<file path="src/sv/trss_pkg.sv">
package trss_pkg;

   localparam int MAX_BINS    = 1024;
   localparam int SAMPLE_W    = 16;
   localparam int CFG_W       = 11;
   localparam int HALF_DEPTH  = MAX_BINS / 2 + 1;
   localparam int ADDR_W      = $clog2(HALF_DEPTH);
   localparam int BIN_W       = $clog2(HALF_DEPTH);
   localparam int POS_W       = $clog2(MAX_BINS);
   localparam int LEN_W       = $clog2(MAX_BINS + 1);
   localparam int QUEUE_DEPTH = 4;
   localparam int QPTR_W      = $clog2(QUEUE_DEPTH);
   localparam int QLVL_W      = $clog2(QUEUE_DEPTH + 1);
   localparam int MIN_BINS    = 2;

   typedef logic signed [SAMPLE_W-1:0] sample_type;

   // One classified result waiting for the arithmetic: a is the partner bin
   // (stored or current), b is the bin that just arrived.
   typedef struct packed {
      logic [BIN_W-1:0] bin_index;
      logic             frame_last;
      sample_type       a_re;
      sample_type       a_im;
      sample_type       b_re;
      sample_type       b_im;
   } op_type;

   // Queue status seen by the front end for its credit check.
   typedef struct packed {
      logic [QLVL_W-1:0] level;
      logic              push;
   } qstat_type;

endpackage

</file>
<file path="src/sv/trss_queue.sv">
module trss_queue
   import trss_pkg::*;
(
   input  logic      clock,
   input  logic      reset,
   input  logic      push_valid,
   input  op_type    push_op,
   output logic      pop_valid,
   input  logic      pop_ready,
   output op_type    pop_op,
   output qstat_type status
);

   op_type            entry_ff [QUEUE_DEPTH];
   logic [QPTR_W-1:0] wr_ptr_ff, rd_ptr_ff;
   logic [QLVL_W-1:0] level_ff, level_in;
   logic              pop;

   assign pop_valid = (level_ff != '0);
   assign pop       = pop_valid && pop_ready;
   assign pop_op    = entry_ff[rd_ptr_ff];

   always_comb begin
      level_in = level_ff;
      if (push_valid && !pop) begin
         level_in = level_ff + QLVL_W'(1);
      end else if (pop && !push_valid) begin
         level_in = level_ff - QLVL_W'(1);
      end
   end

   always_ff @(posedge clock) begin
      if (reset) begin
         wr_ptr_ff <= '0;
         rd_ptr_ff <= '0;
         level_ff  <= '0;
      end else begin
         level_ff <= level_in;
         if (push_valid) begin
            wr_ptr_ff <= wr_ptr_ff + QPTR_W'(1);
         end
         if (pop) begin
            rd_ptr_ff <= rd_ptr_ff + QPTR_W'(1);
         end
      end
   end

   always_ff @(posedge clock) begin
      if (push_valid) begin
         entry_ff[wr_ptr_ff] <= push_op;
      end
   end

   assign status.level = level_ff;
   assign status.push  = push_valid;

endmodule

</file>
<file path="config.mk">
export PLATFORM = sky130hd
export DESIGN_NAME = trss_queue
export DESIGN_NICKNAME = d
export VERILOG_FILES = /design/src/sv/trss_pkg.sv /design/src/sv/trss_queue.sv
export SDC_FILE = /design/constraint.sdc
export NUM_CORES = 1
export LEC_CHECK = 0
export ABC_AREA = 1
export BUFFER_PORTS_ARGS = -buffer_cell sky130_fd_sc_hd__buf_2
export CORE_MARGIN = 5
export CORE_UTILIZATION = 35
export DETAILED_ROUTE_END_ITERATION = 7
export GPL_TIMING_DRIVEN = 1
export PLACE_DENSITY_LB_ADDON = 0.08
export SLEW_MARGIN = 20
export SYNTH_ARGS = -nofsm -noshare
export SYNTH_HDL_FRONTEND = slang
export SYNTH_SLANG_ARGS = --single-unit
</file>
<file path="constraint.sdc">
create_clock -name clock -period 2.85 [get_ports clock]
set_input_delay 0.57 -clock clock [delete_from_list [all_inputs] [get_ports clock]]
set_output_delay 0.57 -clock clock [all_outputs]
set_load 0.05 [all_outputs]
</file>
==> flow_metrics.py, run 1 <==
metrics = {
    "outcome": {
        "outcome": "complete, no violations",
    },
    "logic_synthesis": {
        "avgSynthCellArea_um2": 15.66,
        "ys_warn_count": 0,
        "synth_top_area_share_pct": 73.01,
        "synth_top_cell_by_area": "edfxtp_1",
        "muxShareOfSynthArea_pct": 0,
        "synth_top_family_by_area": "compound AO/OA/AOI/OAI gates",
        "synth_simple_gate_area_share_pct": 8.467,
        "synthTopCellsByArea": "edfxtp_1 73%, o21ai_0 5.2%, o22ai_2 5.1%",
        "synth_fa_ha_area_share_pct": 0.6692,
        "synth_ff_type": "edfxtp_1",
        "synth_compound_area_share_pct": 12.90,
        "synth_area_mm2": 0.01234,
        "synth_nets": 873,
        "synth.distinct_cells": 24,
        "async_reset_ff_share_pct": 0,
        "yosysSeqAreaShare_pct": 74.47,
        "synth-edff-count": 300,
        "synth_cells": 788,
        "synth_seq_cells": 309,
        "synth_xor_xnor_area_share_pct": 0.07098,
    },
    "sta": {
        "finalClockSkew_ns": 0.01866,
        "fin_crit_sh_pct": 95.32,
        "post-route-min-period_ns": 2.717,
        "max_freq_mhz": 368.1,
        "rsz0062_at_grt": "no",
        "relSlewSlack_pct": 65.34,
        "fin_setup_tns_ns": 0,
        "setup_viol": 0,
        "slew_violations": 0,
        "worst_pin_slew_ns": 0.5199,
        "whs_ns": 0.2731,
        "finalHoldViolations": 0,
    },
    "drt": {
        "drc_errors": 0,
        "routed_wl_um": 27550,
        "drtAntennaViolNets": 0,
        "dr.pass1.iters": 4,
        "first_iter_violations": 305,
        "vias_per_cell": 4.783,
        "routedWlPerCell_um": 19.24,
        "vias": 6849,
    },
    "floorplan": {
        "die_y_um": 197.8,
        "initial_core_util_pct": 35.55,
        "die-area_mm2": 0.03911,
        "num_rows": 68,
        "io_pins": 159,
        "coreArea_mm2": 0.03471,
        "die_width_um": 197.8,
    },
    "global_routing": {
        "grt_overflow_total": 0,
        "grt_pass1_wl_um": 41460,
        "grt_max_degree": 101,
        "grt_util_met1_pct": 18.22,
        "grt_usage_pct": 13.74,
        "use_met3_pct": 3.420,
        "grtUsageMet2_pct": 22.65,
        "gr-max-usage-layer": "met2",
        "grt_pass1_vias": 6961,
        "antenna_found_initial": 2,
    },
    "finish": {
        "final_cell_mix": "300 x edfxtp_1, 158 x buf_2, 128 x o21ai_0, 101 x nor2_1",
        "syn_to_final_growth_pct": 19.43,
        "diodes": 0,
        "mostFrequentLayoutCell": "edfxtp_1",
        "nNetsFinal": 1039,
        "drive_gt1_share_pct": 34.90,
    },
    "critical_path": {
        "endpoint_kind": "output port",
        "r2r_slack_ns": 1.07,
        "cp-start-kind": "flip-flop",
        "slowest_stage": "dfxtp_4",
        "regToRegStartpoint": "level_ff[0]",
        "path_max_fanout": 33,
        "worstPathCellList": "inv_8, buf_4, o21ai_0, o22ai_2, buf_2",
        "crit_type": "reg -> out",
        "arrival_ns": 2.15,
        "cpPeakStageDelay_ns": 0.39,
        "cp.required_ns": 2.28,
    },
    "pwr": {
        "irDropWorstVdd_v": 0.0006926,
        "power_density_mw_per_mm2": 951.9,
        "power_leakage_nw": 5.043,
    },
    "cts": {
        "cts_root_buffer": "clkbuf_16",
        "clkTransAtPathRegs_ns": 0.06,
        "insertion_delay_ns": 0.51,
        "post_cts_buffers": 0,
        "cts_buffers": 36,
        "cts_htree_levels": 2,
        "cts-resized-gates": 0,
        "cts_tree": "yes",
        "cts_sinks": 309,
        "clockBufferDepth": 3,
        "postCtsHoldBufs": 0,
    },
    "place": {
        "dp_hpwl_um": 15550,
        "portBuffers": 158,
        "gp_congestion": 0.7034,
    },
    "job": {
        "maxCapViolations": 0,
    },
    "min_path": {
        "hold_class": "in -> reg",
        "hp-start": "push_op[62]",
    },
}
## cell families after synthesis
family | count (synthesis)
AO/OA/AOI/OAI | 233
XOR/XNOR | 1
adder cells (fa/ha/maj) | 6
buffers and inverters | 65
flip-flops | 309
AND/OR/NAND/NOR | 174
## area by class of cell
type	instances	area [um2]
Clock buffer	44	973.4
Clock inverter	17	141.4
Fill cell	3253	19980
Inverter	16	72.57
Multi-Input combinational cell	414	2728
Sequential cell	309	9194
Tap cell	455	569.3
Timing Repair Buffer	177	1059
## per-layer routing
metal / part of all wire (%) / up-vias
met1: 45 / 3367
met2: 48 / 132
met5: 0.069 / -
met4: 2.1 / 4
li1: - / 3291
met3: 5.4 / 55
## worst paths after layout
check                                  endpoint  cells past startpoint
worst min-delay path            entry_ff[0][62]                      1
worst min register to register     rd_ptr_ff[0]                      2
worst max-delay path                 pop_op[23]                      5
worst max register to register      level_ff[1]                      8
## through the flow
step / area, um2 / total power (W) / cells / setup slack, ns / utilization [%]
3_5_place_dp: 13620 / 0.009902 / 1371 / 0.6408 / 39.24
5_1_grt: 14740 / 0.01468 / 1432 / 0.003166 / 42.45
2_1_floorplan: 12340 / 0.008879 / 788 / 0.3628 / -
6_report: 14740 / 0.01403 / 1432 / 0.1333 / 42.45
4_1_cts: 14740 / 0.01427 / 1432 / 0.08212 / 42.45
3_3_place_gp: 13620 / 0.009905 / 1371 / 0.6654 / 39.24
## synthesized netlist by cell type, types with 9 or more instances
master    count
o22ai_2      50
edfxtp_1    300
nand2_1      15
o21ai_0     128
o22ai_1      25
inv_1        14
nor2_1      101
dfxtp_1       9
clkbuf_1     21
buf_2        15
o21ai_1      20
nor2_4       50
## critical path: cells and delay by family (launching register included)
family	cells	cell delay [ns]
DFF	1	0.39
AOI/OAI and AO/OA	2	0.30
buffers and inverters	3	0.91
## state kept, by name, summed over array words and instances, names as in the netlist, named ones only
register,flops
wr_ptr_ff,2
level_ff,3
rd_ptr_ff,2
entry_ff,300
## where the power goes
part / switching, W / total [W] / internal [W]
Clock: 0.00171 / 0.00431 / 0.00260
Combinational: 0.00337 / 0.00442 / 0.00104
Sequential: 0.0000839 / 0.00531 / 0.00522
Total: 0.00516 / 0.0140 / 0.00887
(Power assumes the default switching activity.)
==> run 2: changes to the inputs <==
==> constraint.sdc (replaced) <==
create_clock -name clock -period 2.85 [get_ports clock]
set_input_delay 0 -clock clock [delete_from_list [all_inputs] [get_ports clock]]
set_output_delay 0 -clock clock [all_outputs]
set_load 0.05 [all_outputs]
==> flow_metrics.py, run 2 (synthesis results as in run 1) <==
metrics = {
    "cts": {
        "clkTransAtPathRegs_ns": 0.06,
        "cts_root_buffer": "clkbuf_16",
        "cts_buffers": 35,
        "cts_htree_levels": 2,
        "cts_tree": "yes",
        "post_cts_buffers": 0,
        "clockBufferDepth": 3,
        "cts_sinks": 309,
        "insertion_delay_ns": 0.49,
    },
    "pwr": {
        "power.internal_w": 0.008782,
        "power_frac_seq_pct": 38.5,
        "finalPower_w": 0.01395,
        "pwr-share-comb_pct": 31.7,
        "swShare_pct": 37.04,
        "power_density_mw_per_mm2": 902.5,
        "switchingPower_w": 0.005166,
        "irDropWorstVdd_v": 0.0007488,
        "power_leakage_nw": 5.338,
        "clockPowerShare_pct": 29.7,
    },
    "floorplan": {
        "die_width_um": 197.8,
        "coreArea_mm2": 0.03471,
        "num_rows": 68,
        "die_y_um": 197.8,
        "io_pins": 159,
        "initial_core_util_pct": 35.55,
        "die-area_mm2": 0.03911,
    },
    "finish": {
        "final_cell_mix": "300 x edfxtp_1, 158 x buf_2, 128 x o21ai_0, 101 x nor2_1, 79 x dlygate4sd3_1",
        "utilization_pct": 44.52,
        "syn_to_final_growth_pct": 25.25,
        "nNetsFinal": 1115,
        "reg_top3": "entry_ff x300, level_ff x3",
        "instances_no_fill": 1511,
        "largest_register": "entry_ff",
        "drive_gt1_share_pct": 31.91,
        "largest_register_ffs": 300,
        "diodes": 0,
        "finalInstanceArea_mm2": 0.01545,
        "mostFrequentLayoutCell": "edfxtp_1",
    },
    "critical_path": {
        "crit_buf_inv": 3,
        "path_max_fanout": 98,
        "cpPeakStageDelay_ns": 0.50,
        "endpoint_kind": "output port",
        "arrival_ns": 2.40,
        "cpLargestDelayFamily": "buffers and inverters",
        "cp-start-kind": "flip-flop",
        "cp.required_ns": 2.85,
        "worstPathCellList": "inv_8, buf_12, o21ai_0, o22ai_2, buf_2",
        "slowest_stage": "buf_12",
        "crit_type": "reg -> out",
    },
    "place": {
        "dp.cells": 1369,
        "portBuffers": 158,
        "gp_congestion": 0.6872,
        "place_area_mm2": 0.01361,
        "dp_hpwl_um": 15500,
    },
    "global_routing": {
        "grt_max_degree": 99,
        "grt_pass1_vias": 7342,
        "antenna_found_initial": 0,
        "grt_overflow_total": 0,
        "grt_usage_pct": 14.08,
        "grt_pass1_wl_um": 43280,
    },
    "sta": {
        "post-route-min-period_ns": 2.404,
        "finalHoldViolations": 0,
        "finalClockSkew_ns": 0.01043,
        "slew_violations": 0,
        "setup_viol": 0,
        "max_freq_mhz": 416.0,
        "worst_pin_slew_ns": 0.7538,
        "relSlewSlack_pct": 49.75,
        "fin_crit_sh_pct": 84.35,
        "rsz0062_at_grt": "no",
        "fin_setup_tns_ns": 0,
    },
    "drt": {
        "routed_wl_um": 27970,
        "vias": 7127,
        "routedWlPerCell_um": 18.51,
        "vias_per_cell": 4.717,
        "drc_errors": 0,
        "drtAntennaViolNets": 0,
        "dr.pass1.iters": 4,
        "first_iter_violations": 353,
    },
    "outcome": {
        "outcome": "complete, no violations",
    },
    "job": {
        "maxCapViolations": 0,
    },
    "min_path": {
        "hold_class": "in -> reg",
    },
}
[run 2: per-layer routing]
| metal | global-route usage (%) | vias to the layer above | part of all wire (%) |
|---|---|---|---|
| li1 | - | 3449 | - |
| met1 | 19.56 | 3505 | 46 |
| met2 | 22.76 | 133 | 47 |
| met3 | 3.148 | 40 | 5.0 |
| met4 | 3.315 | 0 | 1.9 |
| met5 | 0 | - | 0 |
[run 2: worst paths after layout]
path	start	end	cells after the start	slack [ns]
setup / recovery	flip-flop	pop_op[30]	5	0.45
hold / removal	push_op[17]	entry_ff[2][17]	2	0.26
setup reg to reg	wr_ptr_ff[0]	entry_ff[2][20]	5	0.96
hold reg to reg	rd_ptr_ff[1]	flip-flop	2	0.50
[run 2: layout make-up]
type | count | area, um2
Timing Repair Buffer | 254 | 1834
Tap cell | 455 | 569.3
Clock buffer | 46 | 959.7
Fill cell | 3203 | 19260
Sequential cell | 309 | 9194
Clock inverter | 17 | 97.59
Inverter | 16 | 72.57
Multi-Input combinational cell | 414 | 2728
[run 2: metrics by stage]
step	hold slack, ns	setup WS, ns
global route	0.2464	0.2863
floorplan	0.06907	0.3786
detailed placement	0.2175	0.8888
finish	0.2569	0.4459
global placement	0.2163	0.8858
CTS	0.2254	0.4021
[run 2: what timing repair did]
item,CTS,global route
hold buffers,79,0
gates resized for setup,0,0
hold endpoints to repair,309,0
[run 2: worst register-to-register path: stages (launching register included)]
cell and delay, ns:
dfxtp_1 0.35, inv_1 0.09, ha_1 0.19, nand2_1 0.08, clkinv_2 0.48, buf_4 0.44
[run 2: power groups by stage]
stage	Combinational, W	Sequential (W)	Clock, W
2_1_floorplan	0.00342	0.00545	0
3_3_place_gp	0.00442	0.00548	0
3_5_place_dp	0.00442	0.00548	0
4_1_cts	0.00452	0.00538	0.00428
5_1_grt	0.00475	0.00540	0.00446
6_report	0.00443	0.00537	0.00415
