===== src/sv/trss_pkg.sv =====
package trss_pkg;

   localparam int MAX_BINS    = 1024;
   localparam int SAMPLE_W    = 16;
   localparam int CFG_W       = 11;
   localparam int HALF_DEPTH  = MAX_BINS / 2 + 1;
   localparam int ADDR_W      = $clog2(HALF_DEPTH);
   localparam int BIN_W       = $clog2(HALF_DEPTH);
   localparam int POS_W       = $clog2(MAX_BINS);
   localparam int LEN_W       = $clog2(MAX_BINS + 1);
   localparam int QUEUE_DEPTH = 4;
   localparam int QPTR_W      = $clog2(QUEUE_DEPTH);
   localparam int QLVL_W      = $clog2(QUEUE_DEPTH + 1);
   localparam int MIN_BINS    = 2;

   typedef logic signed [SAMPLE_W-1:0] sample_type;

   // One classified result waiting for the arithmetic: a is the partner bin
   // (stored or current), b is the bin that just arrived.
   typedef struct packed {
      logic [BIN_W-1:0] bin_index;
      logic             frame_last;
      sample_type       a_re;
      sample_type       a_im;
      sample_type       b_re;
      sample_type       b_im;
   } op_type;

   // Queue status seen by the front end for its credit check.
   typedef struct packed {
      logic [QLVL_W-1:0] level;
      logic              push;
   } qstat_type;

endpackage


===== src/sv/trss_back.sv =====
module trss_back
   import trss_pkg::*;
(
   input  logic             clock,
   input  logic             reset,
   input  logic             op_valid,
   output logic             op_ready,
   input  op_type           op,
   output logic             rsp_valid,
   input  logic             rsp_ready,
   output logic [BIN_W-1:0] rsp_bin_index,
   output sample_type       rsp_even_re,
   output sample_type       rsp_even_im,
   output sample_type       rsp_odd_re,
   output sample_type       rsp_odd_im,
   output logic             rsp_frame_last
);

   logic                    valid_ff;
   logic [BIN_W-1:0]        idx_ff;
   logic                    last_ff;
   sample_type              even_re_ff, even_im_ff, odd_re_ff, odd_im_ff;
   logic signed [SAMPLE_W:0] s_even_re, s_even_im, s_odd_re, s_odd_im;
   logic                    take;

   // One bit of growth, then drop the LSB: floor of half, never overflows.
   always_comb begin
      s_even_re = {op.a_re[SAMPLE_W-1], op.a_re} + {op.b_re[SAMPLE_W-1], op.b_re};
      s_even_im = {op.a_im[SAMPLE_W-1], op.a_im} - {op.b_im[SAMPLE_W-1], op.b_im};
      s_odd_re  = {op.a_im[SAMPLE_W-1], op.a_im} + {op.b_im[SAMPLE_W-1], op.b_im};
      s_odd_im  = {op.b_re[SAMPLE_W-1], op.b_re} - {op.a_re[SAMPLE_W-1], op.a_re};
   end

   assign op_ready = !valid_ff || rsp_ready;
   assign take     = op_valid && op_ready;

   always_ff @(posedge clock) begin
      if (reset) begin
         valid_ff <= 1'b0;
      end else if (op_ready) begin
         valid_ff <= op_valid;
      end
   end

   always_ff @(posedge clock) begin
      if (take) begin
         idx_ff     <= op.bin_index;
         last_ff    <= op.frame_last;
         even_re_ff <= s_even_re[SAMPLE_W:1];
         even_im_ff <= s_even_im[SAMPLE_W:1];
         odd_re_ff  <= s_odd_re[SAMPLE_W:1];
         odd_im_ff  <= s_odd_im[SAMPLE_W:1];
      end
   end

   assign rsp_valid      = valid_ff;
   assign rsp_bin_index  = idx_ff;
   assign rsp_frame_last = last_ff;
   assign rsp_even_re    = even_re_ff;
   assign rsp_even_im    = even_im_ff;
   assign rsp_odd_re     = odd_re_ff;
   assign rsp_odd_im     = odd_im_ff;

endmodule


===== config.mk =====
export PLATFORM = sky130hd
export DESIGN_NAME = trss_back
export DESIGN_NICKNAME = d
export VERILOG_FILES = /design/src/sv/trss_pkg.sv /design/src/sv/trss_back.sv
export SDC_FILE = /design/constraint.sdc
export NUM_CORES = 1
export LEC_CHECK = 0
export ABC_AREA = 1
export BUFFER_PORTS_ARGS = -buffer_cell sky130_fd_sc_hd__buf_2
export CORE_ASPECT_RATIO = 2
export CORE_MARGIN = 5
export CORE_UTILIZATION = 56
export CTS_BUF_LIST = sky130_fd_sc_hd__clkbuf_4 sky130_fd_sc_hd__clkbuf_8
export DETAILED_ROUTE_END_ITERATION = 10
export PLACE_DENSITY = 0.9
export SLEW_MARGIN = 10
export SYNTH_ARGS = -nofsm -noshare
export SYNTH_HDL_FRONTEND = slang
export SYNTH_SLANG_ARGS = --single-unit

===== constraint.sdc =====
create_clock -name clock -period 6.7 [get_ports clock]
set_clock_uncertainty 0.05 [all_clocks]
set_input_delay 1.34 -clock clock [delete_from_list [all_inputs] [get_ports clock]]
set_output_delay 1.34 -clock clock [all_outputs]
set_load 0.01 [all_outputs]

==> impl_metrics.json, run 1 <==
{
  "status": "completed",
  "die_x_um": 85.6,
  "cts_root_buf": "clkbuf_8",
  "ys_seq_area_share_pct": 35.5,
  "ios": 156,
  "arrival_ns": 1.76,
  "setup_viol": 0,
  "cts_sinks": 76,
  "cts_resized": 0,
  "antenna_left": 0,
  "highest_layer": "met4",
  "via_per_inst": 5.02,
  "final.min_clock_period_ns": 3.15,
  "power_uw": 1470,
  "final_common_cell": "nand2_1",
  "final_area_um2": 7440,
  "placedInstanceArea_um2": 7230,
  "ys_seq_elements": 76,
  "grt-ovfl-total": 0,
  "grt_pass1_vias": 6163,
  "num_vias": 5972,
  "cts_setup_buffers": 0,
  "routedWlPerCell_um": 14.4,
  "grt_pass1_wl_um": 26800,
  "drt_wl_total_um": 17100,
  "netlist_instances": 895,
  "fin_setup_tns_ns": 0,
  "p_per_area_nw_per_um2": 198,
  "tightest_slew_ns": 0.945,
  "antenna_found_initial": 0,
  "met3WireLength_um": 908,
  "drt-pass1-iter-count": 6,
  "synth_top_area_share_pct": 35.1,
  "layout-drive-gt1-share_pct": 22.6,
  "synth_cell_type_count": 24,
  "syn_area_um2": 6410,
  "htree_levels": 3,
  "area_growth_pct": 16.1,
  "cts_made_buffers": 9,
  "crit_required_ns": 5.31,
  "wl_met2_um": 9920,
  "dieArea_um2": 13800,
  "die_h_um": 161,
  "grtUsageTotal_pct": 24.9,
  "synth_nets": 1038,
  "final.period_utilization_pct": 47.1,
  "synth_top_cell_by_area": "edfxtp_1",
  "hold_viol_final": 0,
  "synth.area.top_cells": "edfxtp_1 35%, nand2_1 19%, ha_1 12%, inv_1 9.4%, nand3_1 3.7%",
  "core_um2": 11300,
  "final_cell_mix": "331 x nand2_1, 161 x inv_1, 155 x buf_2, 75 x edfxtp_1, 60 x ha_1",
  "yosys_warnings": 0,
  "rsz0062_at_grt": "false",
  "critPathKind": "in -> out",
  "cts_hold_buf": 0,
  "clock_path_buffers": 2,
  "clk_pin_slew_ns": 0.09,
  "maxSlewHeadroom_pct": 37.0,
  "rows": 55,
  "drcViolationCount": 0,
  "endpoint_kind": "primary output",
  "tritoncts": "done",
  "critPathMaxFanout": 2,
  "grt_max_degree": 76,
  "syn-mean-instance-area_um2": 7.16,
  "wirelength_met1_um": 4960,
  "port_buffers": 155,
  "initial_utilization_pct": 56.8,
  "ir_worst_vdd_mv": 0.0878,
  "hold_path_class": "reg -> reg",
  "diodes": 0,
  "maxSlewViolCount": 0,
  "start_kind": "input port",
  "power.leakage_uw": 0.00432,
  "worstSkewPairLatency_ns": 0.35,
  "gp_congestion": 0.918,
  "fmax_mhz": 317,
  "drtIter0Drc": 215,
  "final_nets": 1185,
  "drv_cap": 0,
  "dp_hpwl_um": 14300
}
==> worst max-delay path: stages <==
cell and delay (ns):
buf_2 0.09, inv_1 0.10, nand2_1 0.08, buf_2 0.14
==> metrics by stage <==
stage | hold WS, ns | setup slack (ns) | instances | utilization [%]
6_report | 0.495 | 3.55 | 1189 | 65.9
5_1_grt | 0.519 | 3.52 | 1189 | 65.9
2_1_floorplan | 0.527 | 1.10 | 895 | -
4_1_cts | 0.490 | 3.55 | 1189 | 65.9
3_5_place_dp | 0.477 | 3.55 | 1173 | 64.1
3_3_place_gp | 0.472 | 3.57 | 1173 | 64.1
==> metal layers <==
layer  vias to the layer above  global-route usage [%]
met5                         -                       0
met4                         0                    18.2
met3                        73                    2.30
met2                       231                    51.3
met1                      2655                    20.1
li1                       3013                       -
==> synthesized netlist by cell type <==
cell type,n
a21oi_1,32
a21oi_2,6
and2_1,8
buf_2,3
buf_4,16
buf_6,1
clkinv_1,2
dfxtp_1,1
edfxtp_1,75
fa_1,4
ha_1,60
inv_1,161
inv_2,33
nand2_1,331
nand2_2,16
nand3_1,48
nand3_2,2
nand4_1,8
nor2_1,45
nor2_2,5
nor3_1,8
o21bai_2,2
xnor2_1,4
xor2_1,24
==> final cells by class <==
cell class              count  area (um2)
fillers                  1009        3840
multi-input cells         603        3270
flip-flops and latches     76        2270
repair buffers            156         783
inverters                 196         736
well taps                 142         178
clock buffers              10         138
clock inverters             6        68.8
==> state kept, by name, indices dropped and copies added (netlist names) <==
| name | flops |
|---|---|
| rsp_bin_index | 10 |
| rsp_even_im | 16 |
| rsp_even_re | 16 |
| rsp_frame_last | 1 |
| rsp_odd_im | 16 |
| rsp_odd_re | 16 |
| rsp_valid | 1 |
==> power breakdown <==
| part | switching, uW | internal (uW) | total (uW) |
|---|---|---|---|
| combinational | 316 | 169 | 485 |
| sequential | 13.7 | 598 | 612 |
| clock | 188 | 186 | 373 |
==> final timing paths <==
path	start	endpoint	slack (ns)	cells after the start
worst max-delay path	rsp_ready	op_ready	3.55	4
worst min-delay path	rsp_valid$_SDFFE_PP0N_	rsp_valid$_SDFFE_PP0N_	0.50	2
worst max register to register	rsp_valid$_SDFFE_PP0N_	rsp_odd_im[1]$_DFFE_PP_	4.99	2
worst min register to register	rsp_valid$_SDFFE_PP0N_	rsp_valid$_SDFFE_PP0N_	0.50	2
==> cell families (layout without fill, tap and decap cells) <==
logic type / Yosys count / count (layout) / share of synthesized area, %
AO/OA/AOI/OAI: 40 / 40 / 3.67
XOR/XNOR: 28 / 28 / 3.83
adder cells (fa/ha/maj): 64 / 64 / 13.0
buffers and inverters: 216 / 368 / 13.8
flip-flops: 76 / 76 / 35.5
AND/OR/NAND/NOR: 471 / 471 / 30.3
No activity file was read; power rests on OpenSTA's default activity.
==> run 2: changes to the inputs <==
--- a/config.mk
+++ b/config.mk
@@ -9,10 +9,10 @@
 export BUFFER_PORTS_ARGS = -buffer_cell sky130_fd_sc_hd__buf_2
 export CORE_ASPECT_RATIO = 2
 export CORE_MARGIN = 5
-export CORE_UTILIZATION = 56
+export CORE_UTILIZATION = 51
 export CTS_BUF_LIST = sky130_fd_sc_hd__clkbuf_4 sky130_fd_sc_hd__clkbuf_8
 export DETAILED_ROUTE_END_ITERATION = 10
-export PLACE_DENSITY = 0.9
+export PLACE_DENSITY = 0.87
 export SLEW_MARGIN = 10
 export SYNTH_ARGS = -nofsm -noshare
 export SYNTH_HDL_FRONTEND = slang
==> constraint.sdc (replaced) <==
create_clock -name clock -period 2.8 [get_ports clock]
set_clock_uncertainty 0.05 [all_clocks]
set_input_delay 0.56 -clock clock [delete_from_list [all_inputs] [get_ports clock]]
set_output_delay 0.56 -clock clock [all_outputs]
set_load 0.01 [all_outputs]
==> impl_metrics.json, run 2 (synthesis results as in run 1) <==
{
  "die_x_um": 89.3,
  "num_vias": 6080,
  "drv_cap": 0,
  "clk_pin_slew_ns": 0.09,
  "drt_wl_total_um": 17400,
  "status": "completed",
  "fin_setup_tns_ns": 0,
  "critPathKind": "in -> reg",
  "maxSlewViolCount": 0,
  "fillers": 1161,
  "setup_viol": 0,
  "via_per_inst": 5.07,
  "area_growth_pct": 17.3,
  "cts_root_buf": "clkbuf_8",
  "placedInstanceArea_um2": 7270,
  "drt-pass1-iter-count": 7,
  "endpoint_kind": "flop",
  "rsz0062_at_grt": "false",
  "drtIter0Drc": 213,
  "gp_congestion": 1.03,
  "ff_latch_area_um2": 2270,
  "port_buffers": 155,
  "cts_made_buffers": 9,
  "grt_pass1_vias": 6185,
  "antenna_left": 0,
  "arrival_ns": 2.01,
  "ir_worst_vdd_mv": 0.296,
  "crit_required_ns": 2.86,
  "final_cell_mix": "331 x nand2_1, 161 x inv_1, 155 x buf_2, 75 x edfxtp_1, 60 x ha_1",
  "final_area_um2": 7520,
  "diodes": 0,
  "hold_path_class": "in -> reg",
  "cts_sinks": 76,
  "fmax_mhz": 513,
  "critPathMaxFanout": 4,
  "final.period_utilization_pct": 69.6,
  "die_h_um": 169,
  "routedWlPerCell_um": 14.5,
  "multiInputGateArea_um2": 3270,
  "ff2ff_path_depth": 2,
  "worstSkewPairLatency_ns": 0.35,
  "initial_utilization_pct": 51.3,
  "cts_resized": 0,
  "hold_viol_final": 0,
  "power.leakage_uw": 0.00435,
  "dp_hpwl_um": 14500,
  "final_common_cell": "nand2_1",
  "cts_setup_buffers": 0,
  "final.min_clock_period_ns": 1.95,
  "antenna_found_initial": 0,
  "layout-drive-gt1-share_pct": 22.8,
  "clock_path_buffers": 2,
  "whs_path_depth": 2,
  "p_per_area_nw_per_um2": 489,
  "ios": 156,
  "htree_levels": 3,
  "core_um2": 12500,
  "grt_max_degree": 76,
  "dieArea_um2": 15000,
  "grt-ovfl-total": 0,
  "cts_hold_buf": 0,
  "drcViolationCount": 0,
  "tightest_slew_ns": 0.417,
  "maxSlewHeadroom_pct": 72.2,
  "grtUsageTotal_pct": 23.5,
  "tritoncts": "done",
  "grt_pass1_wl_um": 27200,
  "rows": 58,
  "start_kind": "input port",
  "final_nets": 1187
}
-- run 2: cell types whose count changed in the layout (fill, tap and decap cells not counted), sizes merged --
cell / change
bufinv: +2
buf: +2
clkinv: +1
clkbuf: -1
inv: -2
-- run 2: stage by stage --
stage / util, % / hold slack [ns] / std cells / setup slack, ns / power, uW
floorplan: - / 0.562 / 895 / 0.431 / 2260
global placement: 58.3 / 0.464 / 1183 / 0.556 / 2620
detailed placement: 58.3 / 0.480 / 1183 / 0.502 / 2650
CTS: 60.2 / 0.284 / 1199 / 0.883 / 3690
global route: 60.2 / 0.282 / 1199 / 0.728 / 3880
finish: 60.2 / 0.298 / 1199 / 0.852 / 3670
-- run 2: final cells by class --
class,count,share of cell area (%)
Clock buffer,9,1.65
Clock inverter,7,1.65
Inverter,196,9.78
Multi-Input combinational cell,603,43.4
Sequential cell,76,30.2
Tap cell,150,2.50
Timing Repair Buffer,158,10.8
-- run 2: worst paths after layout --
| check | start | endpoint | slack, ns |
|---|---|---|---|
| max reg2reg | rsp_valid$_SDFFE_PP0N_ | rsp_odd_re[6]$_DFFE_PP_ | 1.47 |
| min reg2reg | rsp_valid$_SDFFE_PP0N_ | rsp_valid$_SDFFE_PP0N_ | 0.49 |
| max | op[17] | rsp_odd_im[9]$_DFFE_PP_ | 0.85 |
| min | reset | rsp_valid$_SDFFE_PP0N_ | 0.30 |
-- run 2: power by group --
group | internal, uW | switching [uW] | total [uW]
Clock | 599 | 446 | 1040
Combinational | 411 | 755 | 1170
Sequential | 1430 | 34.3 | 1460
-- run 2: worst max-delay path: stages --
cell and delay [ns]:
buf_2 0.14, inv_1 0.08, fa_1 0.46, inv_1 0.07
nand2_1 0.05, nand2_1 0.09, nand2_1 0.11, o21bai_2 0.22
nand2_1 0.10, nand3_1 0.08, nand2_1 0.06
-- run 2: routing by layer --
layer  GRT usage, %  vias up  wire length [um]
met5              0        -                 0
met4           16.3        0              1340
met3           3.07       91               821
met2           46.6      241             10100
met1           19.5     2732              5100
li1               -     3016                 -
